==> config.mk <==
export PLATFORM = sky130hd
export DESIGN_NAME = sit_out_fifo_flat
export DESIGN_NICKNAME = d
export VERILOG_FILES = /design/src/sit_pkg.sv /design/src/sit_if.sv /design/src/sit_out_fifo.sv /design/src/flat_wrapper.sv
export SDC_FILE = /design/constraint.sdc
export NUM_CORES = 1
export LEC_CHECK = 0
export BUFFER_PORTS_ARGS = -buffer_cell sky130_fd_sc_hd__buf_4
export CORE_ASPECT_RATIO = 1.1
export CORE_MARGIN = 5
export CORE_UTILIZATION = 52
export CTS_BUF_LIST = sky130_fd_sc_hd__clkbuf_8 sky130_fd_sc_hd__clkbuf_16
export CTS_CLUSTER_DIAMETER = 30
export DETAILED_ROUTE_END_ITERATION = 7
export PLACE_DENSITY = 0.79
export SLEW_MARGIN = 25
export SYNTH_ARGS = -nofsm -noshare
export SYNTH_HDL_FRONTEND = slang
export SYNTH_SLANG_ARGS = --single-unit
==> constraint.sdc <==
create_clock -name clk -period 3.3 [get_ports clk]
set_clock_uncertainty 0.2 [all_clocks]
set_input_delay 0.66 -clock clk [delete_from_list [all_inputs] [get_ports clk]]
set_output_delay 0.66 -clock clk [all_outputs]
set_load 0.01 [all_outputs]
==> src/sit_pkg.sv <==
// ----------------------------------------------------------------------------
// sit_pkg: shared types and constants of the segment intersection block
// Widths of every pipeline quantity follow from the coordinate and fraction
// widths, together with the register codes and the payload structures.
// ----------------------------------------------------------------------------
package sit_pkg;

	localparam int COORD_BITS = 10;
	localparam int FRAC_BITS  = 4;

	localparam int TOL_BITS   = 5;
	localparam int SIZE_BITS  = 11;
	localparam int OUT_BITS   = 16;
	localparam int CFG_IDX_W  = 2;
	localparam int CFG_DATA_W = SIZE_BITS;

	localparam logic [TOL_BITS-1:0]  TOL_RESET    = TOL_BITS'(5);
	localparam logic [SIZE_BITS-1:0] WIDTH_RESET  = SIZE_BITS'(640);
	localparam logic [SIZE_BITS-1:0] HEIGHT_RESET = SIZE_BITS'(480);

	localparam int DIFF_W  = COORD_BITS + 1;
	localparam int PROD_W  = 2 * COORD_BITS;
	localparam int CROSS_W = PROD_W + 1;
	localparam int DPROD_W = 2 * DIFF_W;
	localparam int DET_W   = DPROD_W + 1;
	localparam int NPROD_W = CROSS_W + DIFF_W;
	localparam int NUM_W   = NPROD_W + 1;
	localparam int NABS_W  = NUM_W + FRAC_BITS;
	localparam int Q_BITS  = COORD_BITS + FRAC_BITS + 1;
	localparam int NDIV    = Q_BITS + 1;
	localparam int REM_W   = (NABS_W > DET_W + Q_BITS) ? NABS_W : DET_W + Q_BITS;
	localparam int CMP_W   = (COORD_BITS + FRAC_BITS + 2 > SIZE_BITS + FRAC_BITS + 1) ?
		COORD_BITS + FRAC_BITS + 2 : SIZE_BITS + FRAC_BITS + 1;

	typedef enum logic [CFG_IDX_W-1:0] {
		CFG_TOL    = 2'd0,
		CFG_WIDTH  = 2'd1,
		CFG_HEIGHT = 2'd2
	} sit_cfg_idx_t;

	typedef struct packed {
		logic [COORD_BITS-1:0] a_start_x;
		logic [COORD_BITS-1:0] a_start_y;
		logic [COORD_BITS-1:0] a_end_x;
		logic [COORD_BITS-1:0] a_end_y;
		logic [COORD_BITS-1:0] b_start_x;
		logic [COORD_BITS-1:0] b_start_y;
		logic [COORD_BITS-1:0] b_end_x;
		logic [COORD_BITS-1:0] b_end_y;
	} sit_seg_t;

	typedef struct packed {
		logic                       hit;
		logic signed [OUT_BITS-1:0] cross_x;
		logic signed [OUT_BITS-1:0] cross_y;
	} sit_res_t;

	typedef struct packed {
		logic [COORD_BITS-1:0] ax_lo;
		logic [COORD_BITS-1:0] ax_hi;
		logic [COORD_BITS-1:0] ay_lo;
		logic [COORD_BITS-1:0] ay_hi;
		logic [COORD_BITS-1:0] bx_lo;
		logic [COORD_BITS-1:0] bx_hi;
		logic [COORD_BITS-1:0] by_lo;
		logic [COORD_BITS-1:0] by_hi;
	} sit_box_t;

	typedef struct packed {
		logic [REM_W-1:0] rem_x;
		logic [REM_W-1:0] rem_y;
		logic [REM_W-1:0] dsh;
		logic [Q_BITS:0]  q_x;
		logic [Q_BITS:0]  q_y;
		logic             sx;
		logic             sy;
		logic             dz;
		sit_box_t         box;
	} sit_div_t;

endpackage

==> src/sit_if.sv <==


interface sit_res_if;
	import sit_pkg::*;

	logic     valid;
	logic     ready;
	sit_res_t data;

	modport source (output valid, output data, input ready);
	modport sink (input valid, input data, output ready);
endinterface


==> src/sit_out_fifo.sv <==
// ----------------------------------------------------------------------------
// sit_out_fifo: two-entry result buffer
// Decouples the pipeline from the result channel so that one waiting result
// does not stop new items from entering.
// ----------------------------------------------------------------------------
module sit_out_fifo (
	input  logic              clk,
	input  logic              arst_n,
	input  logic              push,
	input  sit_pkg::sit_res_t push_data,
	output logic              full,
	sit_res_if.source         result
);
	import sit_pkg::*;

	localparam logic [1:0] FULL_CNT = 2'd2;

	sit_res_t   mem_q [2];
	logic [1:0] count_q;
	logic       wr_q;
	logic       rd_q;
	logic       pop;

	assign full         = count_q == FULL_CNT;
	assign result.valid = count_q != 2'd0;
	assign result.data  = mem_q[rd_q];
	assign pop          = result.valid && result.ready;

	always_ff @(posedge clk or negedge arst_n) begin
		if (!arst_n) begin
			count_q <= 2'd0;
			wr_q    <= 1'b0;
			rd_q    <= 1'b0;
		end else begin
			case ({push, pop})
				2'b10:   count_q <= count_q + 2'd1;
				2'b01:   count_q <= count_q - 2'd1;
				default: count_q <= count_q;
			endcase
			if (push) begin
				wr_q <= ~wr_q;
			end
			if (pop) begin
				rd_q <= ~rd_q;
			end
		end
	end

	always_ff @(posedge clk) begin
		if (push) begin
			mem_q[wr_q] <= push_data;
		end
	end

endmodule

==> src/flat_wrapper.sv <==
// flat-port wrapper written by rule: the top's interface ports become plain ports
module sit_out_fifo_flat import sit_pkg::*;
  (clk, arst_n, push, push_data, full, result_valid, result_data, result_ready);
  sit_res_if result_i ();
  input  logic clk;
  input  logic arst_n;
  input  logic push;
  input  sit_pkg::sit_res_t push_data;
  output logic full;
  output wire logic [$bits(result_i.valid)-1:0] result_valid;
  output wire logic [$bits(result_i.data)-1:0] result_data;
  input wire logic [$bits(result_i.ready)-1:0] result_ready;
  assign result_valid = result_i.valid;
  assign result_data = result_i.data;
  assign result_i.ready = result_ready;
  sit_out_fifo u_core (.clk(clk), .arst_n(arst_n), .push(push), .push_data(push_data), .full(full), .result(result_i));
endmodule
==> impl_results.md <==
* WL final at approximately 4500 um
* Total power at 2930 uW
* Clock slew at reported path FFs at 0.07 ns
* Critical path peak fanout at 13
* Worst Setup Slack, final at ~0.77 ns
* Synth warn at 0
* Worst setup path startpoint: u_core.rd_q
* Die Ht at approximately 86 um
* Tightest Hold Check Type: input port to flip-flop
* XOR/XNOR Fraction of Synth Area at roughly 1.6%
* Synth Area in Compound Gates at 0%
* Commonest cells after routing, fill and taps aside: 74 x buf_4, 66 x edfxtp_1, 29 x mux2_4, 9 x clkbuf_8, 4 x mux2_2
* Register-to-Register Path Depth at 1
* Initial Util at approximately 54%
* Core area at 5030 sq um
* PortBufs at slightly above 70
* Syn Nets at 158
* Gr ovfl total at 0
* Setup TNS at 0 ns
* RePlAce Congestion at 0.709
* Seq cells post-synth at 70
* Non-Filler Instances at 265
* Peak supply drop at just over 500 uV
* Post-Place Worst Slack at ~1.1 ns
* Area Growth Syn to Fin at 29.3%
* Register area share after synthesis at 76.9%
* Max incr delay on CP at around 0.53 ns
* Vias in the first global route at between 1000 and 1500
* Fin. Hold Viols at 0
* CTS Root Cell: clkbuf_8
* Tightest Pin Transition at a little over 0.9 ns
* Critical R2R Launch: u_core.wr_q
* Multi-input logic area at 584 sq um
* Rel. slew slack at 37.5%
* CTS Buf Count at 9
* I/O Pins at about 70
* WP data arrival at about 1.7 ns
* Die width at roughly 79 um
* Post-synth top area share at around three quarters
* Wire per inst at ~17 um
* Area of the die at approximately 6800 sq um
* Crit. End Element: primary output
* CTS tree: yes
* Critical path required time at between 2 and 2.5 ns
* FF/Latch Area at 2080 sq um
* Dominant cells by area after synthesis: edfxtp_1 73%, mux2_4 16%, dfrtp_1 3.7%, buf_6 1.7%, mux2_2 1.7%
* First-pass GRT wire length at 6970 um
* Filler Cells Inserted at approximately 330
* Crit path max-delay cell type: dfrtp_2
* Total Nets Final at between 200 and 250
* CTS sink cnt at 70
* Clock latency on the worst-skew pair at approximately 0.34 ns
* Most common cell after layout, fill and taps aside: buf_4
* Initial antenna violation count at 0
* Post-synthesis mux area share at around 18%
* Largest net degree at the start of global routing at 34
* Max_cap viols at 0
* RSZ-0062 raised after global routing: no
* Outcome: finished, final reports clean
* CTS Hold Bufs at 1
* Cts repair resizes at 0
* Simple logic cell fraction of the synthesized area at 1.48%
* Via count at between 1000 and 1500
* Avg Cell Area, Syn at 22.6 sq um
* Vias per cell at 5.00
* Largest family of logic cells by synthesized area: multiplexers
* Cell Rows at 27
* Hold Path Origin: push_data[15]
* Distinct cell type count of the synthesized netlist at 14
* Final Setup Violations at 0
* Crit path cell chain: buf_4 -> mux2_4 -> buf_4
* Layout cell share with drive strength beyond 1 at about three fifths
* Max Buffers Root-to-Sink at 2
* Total iterations of the first detailed-routing run at 4
* # DRC at 0
* Adder-cell share of the synthesized area at less than 1%
* Clock H-tree levels at 3
* Power Density at about 840 nW/um^2
* Worst Hold Path Cells at 1
* Leak at 0.00142 uW
* Critical path type: flip-flop to primary output
* Cell taking the most area after synthesis: edfxtp_1
* Max Clk Rate at 395 MHz
* Antenna viol nets, final at 0
* Gate Count Post-Synth at between 100 and 150
* HPWL after DPL at ~3200 um
* Min Tclk post-route at between 2 and 3 ns
* Global-route usage over all layers at 14.2%
* Post-CTS setup buffers at 0
* Slew Limit Fails at 0
* Startpoint Class: flip-flop
* Post-Syn Area at about 2700 sq um
* Initial drt markers at 55
* Inst Count DP at 248
* Crit-path most repeated cell: buf_4
* Final worst-path cycle share at 76.7%
* Inserted Diodes at 0
[cells in the mapped netlist]
cell      count
mux2_2        4
mux2_4       29
edfxtp_1     66
and2_1        1
buf_6         4
ha_1          1
xor2_1        3
dfrtp_1       4
and2b_2       1
nor2_1        2
and2_4        1
inv_1         1
or2_4         1
xnor2_1       2
[state kept, by name (all words and copies together) (netlist names)]
| signal | flops |
|---|---|
| u_core.mem_q | 66 |
| u_core.count_q | 2 |
| u_core.rd_q | 1 |
| u_core.wr_q | 1 |
[worst max-delay path, delay by kind of cell (launching register included)]
family | cells | cell delay, ns
buffers and inverters | 2 | 0.46
DFF | 1 | 0.53
muxes | 1 | 0.33
[where the power goes]
group	total (uW)	switching (uW)	internal [uW]
Combinational	1000	422	582
Clock	651	308	343
Sequential	1280	88.9	1190
[area by class of cell]
class / count / area share (%)
repair buffers: 75 / 16.2
multi-input cells: 45 / 16.7
clock buffers: 9 / 3.54
clock inverters: 7 / 1.89
flip-flops and latches: 70 / 59.5
inverters: 1 / 0.107
well taps: 58 / 2.07
[layer usage]
metal  global-route usage (%)  routed length (um)
met1                     14.0                1720
met2                     25.4                2430
met3                     6.72                 279
met4                     5.72                  64
met5                        0                   0
[cell families after synthesis]
logic type,after synthesis
AND/OR/NAND/NOR,6
XOR/XNOR,5
flip-flops,70
adder cells (fa/ha/maj),1
multiplexers,33
buffers and inverters,5
[final timing paths]
check / endpoint / slack (ns)
setup / recovery: result_data[26] / 0.77
hold / removal: u_core.mem_q[1][15] / 0.30
setup reg to reg: u_core.mem_q[0][17] / 1.52
hold reg to reg: u_core.count_q[1] / 0.31
max in group asynchronous: u_core.rd_q / 2.34
min in group asynchronous: u_core.count_q[0] / 0.45
[metrics by stage]
step	hold WS, ns	utilization [%]	area [sq um]
after floorplan	0.164	-	2710
after global placement	0.259	65.5	3300
after detailed placement	0.259	65.5	3300
after CTS	0.288	69.5	3500
after global routing	0.277	69.5	3500
final	0.303	69.5	3500
No activity file was read; power rests on OpenSTA's default activity.
