<file path="src/sit_pkg.sv">
// ----------------------------------------------------------------------------
// sit_pkg: shared types and constants of the segment intersection block
// Widths of every pipeline quantity follow from the coordinate and fraction
// widths, together with the register codes and the payload structures.
// ----------------------------------------------------------------------------
package sit_pkg;

	localparam int COORD_BITS = 10;
	localparam int FRAC_BITS  = 4;

	localparam int TOL_BITS   = 5;
	localparam int SIZE_BITS  = 11;
	localparam int OUT_BITS   = 16;
	localparam int CFG_IDX_W  = 2;
	localparam int CFG_DATA_W = SIZE_BITS;

	localparam logic [TOL_BITS-1:0]  TOL_RESET    = TOL_BITS'(5);
	localparam logic [SIZE_BITS-1:0] WIDTH_RESET  = SIZE_BITS'(640);
	localparam logic [SIZE_BITS-1:0] HEIGHT_RESET = SIZE_BITS'(480);

	localparam int DIFF_W  = COORD_BITS + 1;
	localparam int PROD_W  = 2 * COORD_BITS;
	localparam int CROSS_W = PROD_W + 1;
	localparam int DPROD_W = 2 * DIFF_W;
	localparam int DET_W   = DPROD_W + 1;
	localparam int NPROD_W = CROSS_W + DIFF_W;
	localparam int NUM_W   = NPROD_W + 1;
	localparam int NABS_W  = NUM_W + FRAC_BITS;
	localparam int Q_BITS  = COORD_BITS + FRAC_BITS + 1;
	localparam int NDIV    = Q_BITS + 1;
	localparam int REM_W   = (NABS_W > DET_W + Q_BITS) ? NABS_W : DET_W + Q_BITS;
	localparam int CMP_W   = (COORD_BITS + FRAC_BITS + 2 > SIZE_BITS + FRAC_BITS + 1) ?
		COORD_BITS + FRAC_BITS + 2 : SIZE_BITS + FRAC_BITS + 1;

	typedef enum logic [CFG_IDX_W-1:0] {
		CFG_TOL    = 2'd0,
		CFG_WIDTH  = 2'd1,
		CFG_HEIGHT = 2'd2
	} sit_cfg_idx_t;

	typedef struct packed {
		logic [COORD_BITS-1:0] a_start_x;
		logic [COORD_BITS-1:0] a_start_y;
		logic [COORD_BITS-1:0] a_end_x;
		logic [COORD_BITS-1:0] a_end_y;
		logic [COORD_BITS-1:0] b_start_x;
		logic [COORD_BITS-1:0] b_start_y;
		logic [COORD_BITS-1:0] b_end_x;
		logic [COORD_BITS-1:0] b_end_y;
	} sit_seg_t;

	typedef struct packed {
		logic                       hit;
		logic signed [OUT_BITS-1:0] cross_x;
		logic signed [OUT_BITS-1:0] cross_y;
	} sit_res_t;

	typedef struct packed {
		logic [COORD_BITS-1:0] ax_lo;
		logic [COORD_BITS-1:0] ax_hi;
		logic [COORD_BITS-1:0] ay_lo;
		logic [COORD_BITS-1:0] ay_hi;
		logic [COORD_BITS-1:0] bx_lo;
		logic [COORD_BITS-1:0] bx_hi;
		logic [COORD_BITS-1:0] by_lo;
		logic [COORD_BITS-1:0] by_hi;
	} sit_box_t;

	typedef struct packed {
		logic [REM_W-1:0] rem_x;
		logic [REM_W-1:0] rem_y;
		logic [REM_W-1:0] dsh;
		logic [Q_BITS:0]  q_x;
		logic [Q_BITS:0]  q_y;
		logic             sx;
		logic             sy;
		logic             dz;
		sit_box_t         box;
	} sit_div_t;

endpackage

</file>
<file path="src/sit_div_stage.sv">
// ----------------------------------------------------------------------------
// sit_div_stage: one restoring division step for both coordinates
// Resolves one quotient bit of x and of y against a shared aligned divisor
// and registers the partial remainders with the item's sideband.
// ----------------------------------------------------------------------------
module sit_div_stage (
	input  logic              clk,
	input  logic              arst_n,
	input  logic              en,
	input  logic              vin,
	input  sit_pkg::sit_div_t d_in,
	output logic              vout,
	output sit_pkg::sit_div_t d_out
);
	import sit_pkg::*;

	sit_div_t nxt;
	logic     ge_x;
	logic     ge_y;

	always_comb begin
		ge_x      = d_in.rem_x >= d_in.dsh;
		ge_y      = d_in.rem_y >= d_in.dsh;
		nxt       = d_in;
		nxt.rem_x = ge_x ? d_in.rem_x - d_in.dsh : d_in.rem_x;
		nxt.rem_y = ge_y ? d_in.rem_y - d_in.dsh : d_in.rem_y;
		nxt.q_x   = {d_in.q_x[Q_BITS-1:0], ge_x};
		nxt.q_y   = {d_in.q_y[Q_BITS-1:0], ge_y};
		nxt.dsh   = d_in.dsh >> 1;
	end

	always_ff @(posedge clk or negedge arst_n) begin
		if (!arst_n) begin
			vout <= 1'b0;
		end else if (en) begin
			vout <= vin;
		end
	end

	always_ff @(posedge clk) begin
		if (en) begin
			d_out <= nxt;
		end
	end

endmodule

</file>
<file path="config.mk">
export PLATFORM = sky130hd
export DESIGN_NAME = sit_div_stage
export DESIGN_NICKNAME = d
export VERILOG_FILES = /design/src/sit_pkg.sv /design/src/sit_div_stage.sv
export SDC_FILE = /design/constraint.sdc
export NUM_CORES = 1
export LEC_CHECK = 0
export ABC_CLOCK_PERIOD_IN_PS = 900
export BUFFER_PORTS_ARGS = -buffer_cell sky130_fd_sc_hd__buf_2
export CORE_AREA = 2 2 182 184
export CTS_CLUSTER_SIZE = 25
export DETAILED_ROUTE_END_ITERATION = 10
export DIE_AREA = 0 0 184 186
export GPL_TIMING_DRIVEN = 0
export PLACE_DENSITY = 0.62
export SETUP_SLACK_MARGIN = 0.5
export SLEW_MARGIN = 20
export SYNTH_ARGS = -nofsm -noshare
export SYNTH_HDL_FRONTEND = slang
export SYNTH_SLANG_ARGS = --single-unit
</file>
<file path="constraint.sdc">
create_clock -name clk -period 0.9 [get_ports clk]
set_input_delay 0.18 -clock clk [delete_from_list [all_inputs] [get_ports clk]]
set_output_delay 0.18 -clock clk [all_outputs]
set_load 0.05 [all_outputs]
</file>
==> impl_results.md, run 1 <==
- Status: finished, violations left
- Violated checks: negative hold slack, negative setup slack
- Fillers: 2422
- Total wire length: 45.8 mm
- Leakage power figure: 8.49 nW
- Slew @ Worst Pin: 0.530 ns
- Largest net degree at the start of global routing: 40
- H-Tree Depth: 1
- Critical Path Max Stage Delay: 0.39 ns
- Total CTS buffers: 28
- Ys Warns: 0
- Required time of the critical path: 1.19 ns
- Per-cell routed wire length: 22.8 µm
- Commonest non-fill, non-tap cell in the layout: buf_6
- Synthesized area per cell: 12.3 µm²
- CTS tree: done
- Critical path arrival: 2.85 ns
- Post-Layout Inst Area: 20500 µm²
- PortBufs: 459
- Slew HR: 0.643
- Final period util: 2.85
- Max-slew violation count: 0
- Setup-failing EPs final: 307
- Io pins: 463
- Area of the multi-input gates: 6260 µm²
- Reg area: 6870 µm²
- Mapped Nets: 1294
- Slowest stage cell, crit path: fa_2
- Antenna violations before repair: 8
- Nets: 1888
- Layout cells sized above 1: 0.564
- Clk buf depth: 3
- Min Tclk post-route: 2.56 ns
- Core Box Area: 32200 µm²
- Post-synth top flop: edfxtp_1
- Worst setup endpoint: d_out[187]
- Fin. Hold Viols: 174
- Worst-path maximum fanout: 3
- Fmax: 0.390 GHz
- Antenna-violating nets left: 0
- Seq/Total Area, Yosys: 0.570
- Synth Register Bits: 229
- Die area: 34200 µm²
- TritonRoute pass-1 iters: 5
- Crit path kind: in2reg
- Area Overhead vs Synth: 70.3%
- Power Density: 1910 nW/µm²
- First-pass GRT wire length: 64.5 mm
- Worst Reg-to-Reg Cells: 1
- Crit. End Element: flop
- RSZ-0062 raised after global routing: true
- Reg-to-Reg End: vout
- Worst hold margin: -0.194 ns
- Die W: 184 µm
- Die H: 186 µm
- Hold bufs inserted after CTS: 1
- Clk sinks: 229
- Worst ir drop on vdd: 0.00129 V
- Worst R2R Start: vout
- Vias in the first global route: 10600
- DR vias: 10500
- Mean number of vias per cell: 5.22
- Dpl ws: -2.62 ns
- Worst hold path type: in2reg
- Clock Latency Late Sink: 0.54 ns
- Rows: 66
- Clk root buf: clkbuf_16
- Synthesized instance count: 983
- Crit-path cells: buf_12, inv_12, ha_4, inv_2, fa_2, a211oi_2, o21ai_1, a21oi_2, o211ai_4, a211oi_4, o41ai_4, buf_4, a311oi_2, xnor2_1, mux2_4
- R2R setup slack: 0.12 ns
- GP Congestion: 0.888
- Worst Setup Start Kind: primary input
- Initial core utilization: 0.374
- Cell area after synthesis: 12000 µm²
- Clk slew on worst S/H paths: 0.06 ns
- Commonest cells after routing, fill and taps aside: buf_6 (242), edfxtp_1 (228), buf_2 (223)
- Post-synthesis cell type count: 80
- Total track usage: 0.252
- Gr ovfl total: 0
- Clk_skew: 0 ns
- Number of synthesized flops with an enable pin: 228
- Area after DPL: 15300 µm²
- Number of max-cap violations: 0
- Post-synth ARST share: 0.00437
- First DRT Iteration DRCs: 629
- Design Power: 39.3 mW
- CP startpoint: d_in[153]
- DRC violations left: 0
- DP Wirelength: 31.9 mm
- Post-route setup slack: -1.66 ns
synth_stat cells (12+ instances only):
cell	n	area share
nand3_1	20	0.0083
nor2_1	84	0.026
a21o_1	31	0.019
nand2_1	39	0.012
mux2_1	13	0.012
ha_1	76	0.079
xor2_1	26	0.019
edfxtp_1	228	0.57
xnor2_1	42	0.031
o21ai_0	31	0.013
a21oi_1	129	0.054
inv_1	56	0.017
and3_1	12	0.0062
worst min path at each step:
stage | startpoint | endpoint | slack [ns] | cells past startpoint
3_3_place_gp | arst_n | vout | -0.04 | 1
6_report | d_in[89] | d_out[90] | -0.19 | 1
2_1_floorplan | arst_n | vout | -0.12 | 0
5_1_grt | d_in[107] | d_out[108] | -0.22 | 1
4_1_cts | d_in[22] | d_out[22] | -0.22 | 1
3_5_place_dp | arst_n | vout | -0.04 | 1
final cells by class:
cell class              instances  area share
plain buffers                  26      0.0180
well taps                     408      0.0249
repair buffers                564       0.260
clock inverters                18     0.00933
multi-input cells             672       0.305
diodes                          4    0.000488
inverters                      56      0.0122
flip-flops and latches        229       0.335
clock buffers                  31      0.0347
per-layer routing:
layer	up-vias	part of all wire	track usage
met5	-	0.0013	0
met4	10	0.030	0.0826
met3	82	0.068	0.0517
met2	409	0.52	0.468
met1	5048	0.38	0.289
li1	4926	-	-
per-stage QoR:
stage | setup TNS [ns] | std cells | utilization
after floorplan | -140.33 | 983 | -
after global placement | -989.88 | 1850 | 0.474
after detailed placement | -325.20 | 1852 | 0.476
after CTS | -211.51 | 1985 | 0.618
after global routing | -224.67 | 2006 | 0.637
final | -207.85 | 2008 | 0.637
logic make-up (layout without fill, tap and decap cells):
group                    count (synthesis)  in the layout  share of synthesized area
AO/OA/AOI/OAI                          282            282                      0.155
flip-flops                             229            229                      0.570
AND/OR/NAND/NOR                        224            224                     0.0916
buffers and inverters                   82            695                     0.0330
adder cells (fa/ha/maj)                 78             78                     0.0822
XOR/XNOR                                68             68                     0.0494
multiplexers                            19             19                     0.0177
other                                    1              5                   0.000311
registers in the layout (all words and copies together) (netlist names):
signal  count
d_out     228
vout        1
critical path, delay by kind of cell:
family,cells,cell delay (ns)
compound gates,7,1.44
fa+ha+maj,2,0.51
buf+inv,4,0.35
mux,1,0.26
xor+xnor,1,0.11
where the power goes:
part | internal [mW] | switching (mW) | total, mW
Combinational | 6.02 | 8.50 | 14.5
Sequential | 13.1 | 0.504 | 13.6
Clock | 6.57 | 4.61 | 11.2
Total | 25.7 | 13.6 | 39.3
repair_timing:
item	4_1_cts	5_1_grt
hold endpoints to repair	200	189
pin swaps	60	36
buffers inserted	60	15
gates cloned	23	4
resized for setup	703	89
setup endpoints to repair	536	403
Power figures use the tool's default switching activity.
==> run 2: changes to the inputs <==
--- a/config.mk
+++ b/config.mk
@@ -18,3 +18,4 @@
 export SYNTH_ARGS = -nofsm -noshare
 export SYNTH_HDL_FRONTEND = slang
 export SYNTH_SLANG_ARGS = --single-unit
+export TNS_END_PERCENT = 5
==> impl_results.md, run 2 (synthesis results as in run 1) <==
- DP Wirelength: 31.9 mm
- Antenna violations before repair: 16
- CP startpoint: d_in[153]
- Layout Cells excl Fill: 1958
- Inst Count DP: 1852
- Worst-path maximum fanout: 2
- Reg area: 6870 µm²
- Worst hold path type: in2reg
- Number of max-cap violations: 0
- Area of the multi-input gates: 5830 µm²
- Worst ir drop on vdd: 0.00127 V
- Layout cells sized above 1: 0.506
- Total wire length: 42.9 mm
- Number of flip-flops in the largest register: 228
- Hold bufs inserted after CTS: 1
- Slew @ Worst Pin: 0.522 ns
- Leakage power figure: 7.88 nW
- Final period util: 2.85
- Core Box Area: 32200 µm²
- Worst Setup Start Kind: primary input
- DRC violations left: 0
- RSZ-0062 raised after global routing: true
- Total CTS buffers: 27
- Vias in the first global route: 10000
- Clock Latency Late Sink: 0.53 ns
- GP Congestion: 0.880
- Violated checks: negative hold slack, negative setup slack
- Worst Reg-to-Reg Cells: 1
- Worst R2R Start: vout
- Crit. End Element: flop
- Slowest stage cell, crit path: fa_2
- Top reg by flops: d_out
- Io pins: 463
- Crit-path cells: buf_12, inv_12, ha_4, inv_2, fa_2, a211oi_2, o21ai_1, a21oi_2, o211ai_4, a211oi_4, o41ai_4, buf_4, a311oi_4, xnor2_1, mux2_4
- DR vias: 10000
- Die area: 34200 µm²
- Gr ovfl total: 0
- Mean number of vias per cell: 5.13
- Total track usage: 0.236
- Critical Path Max Stage Delay: 0.39 ns
- H-Tree Depth: 1
- Clk sinks: 229
- Post-route setup slack: -1.67 ns
- Status: finished, violations left
- CTS tree: done
- Max-slew violation count: 0
- Commonest non-fill, non-tap cell in the layout: buf_6
- Required time of the critical path: 1.18 ns
- R2R setup slack: 0.14 ns
- Dpl ws: -2.62 ns
- Slew HR: 0.652
- Per-cell routed wire length: 21.9 µm
- Setup-failing EPs final: 313
- Crit path kind: in2reg
- Final setup TNS: -203.59 ns
- Fmax: 0.390 GHz
- Regs by FF count: d_out (228), vout (1)
- Critical path arrival: 2.85 ns
- Commonest cells after routing, fill and taps aside: buf_6 (233), buf_2 (230), edfxtp_1 (228)
- Clk_skew: 0 ns
- Clk slew on worst S/H paths: 0.06 ns
- Die H: 186 µm
- First DRT Iteration DRCs: 562
- Reg-to-Reg End: vout
- Area Overhead vs Synth: 58.0%
- Fillers: 2619
- Power Density: 2000 nW/µm²
- Worst setup endpoint: d_out[187]
- Die W: 184 µm
- Initial core utilization: 0.374
- Worst hold margin: -0.188 ns
- Finished Core Util: 0.591
- Nets: 1834
- Clk root buf: clkbuf_16
- Antenna-violating nets left: 0
- Largest net degree at the start of global routing: 100
- PortBufs: 459
- Fin. Hold Viols: 168
- Min Tclk post-route: 2.57 ns
- First-pass GRT wire length: 60.4 mm
- TritonRoute pass-1 iters: 7
- Rows: 66
- Clk buf depth: 3
[run 2: final cells by class]
class	instances	share of cell area
antenna	8	0.00105
buffer	26	0.0170
clock buffer	32	0.0365
clock inverter	16	0.0116
inverter	56	0.0133
multi-input combinational	672	0.306
sequential	229	0.361
tap	408	0.0268
timing repair buffer	511	0.226
[run 2: how the worst min path moves through the flow]
stage | startpoint | endpoint | slack (ns) | cells past startpoint
3_3_place_gp | arst_n | vout | -0.04 | 1
4_1_cts | d_in[68] | d_out[68] | -0.21 | 1
2_1_floorplan | arst_n | vout | -0.12 | 0
5_1_grt | d_in[15] | d_out[15] | -0.21 | 1
6_report | d_in[62] | d_out[62] | -0.19 | 1
3_5_place_dp | arst_n | vout | -0.04 | 1
[run 2: critical path: cells and delay by family]
family	cells	cell delay (ns)
AO/OA/AOI/OAI	7	1.41
XOR/XNOR	1	0.11
adder cells (fa/ha/maj)	2	0.51
buffers and inverters	4	0.36
multiplexers	1	0.26
[run 2: metal layers]
layer | track usage | part of all wire | vias to the layer above
met5 | 0 | 0.0018 | -
met4 | 0.0637 | 0.026 | 12
met3 | 0.0538 | 0.067 | 77
met2 | 0.426 | 0.51 | 340
met1 | 0.282 | 0.39 | 4819
li1 | - | - | 4796
[run 2: timing repair]
| action | in CTS | in global routing |
|---|---|---|
| endpoints found under the hold margin | 196 | 172 |
| resized for setup | 619 | 109 |
| endpoints found under the setup margin | 536 | 536 |
| cloned | 4 | 1 |
| pin swaps | 49 | 22 |
| setup buffers | 40 | 4 |
[run 2: metrics by stage]
stage               power (mW)  cell area, µm²
global placement          23.7           15000
floorplan                 20.8           12200
finish                    38.0           19000
detailed placement        23.7           15000
CTS                       37.7           18500
global route              39.4           19000
[run 2: where the power goes]
group          internal, mW  leakage [nW]  switching, mW
sequential             13.1          2.25          0.489
combinational          5.11          5.20           7.96
clock                  6.94         0.433           4.43
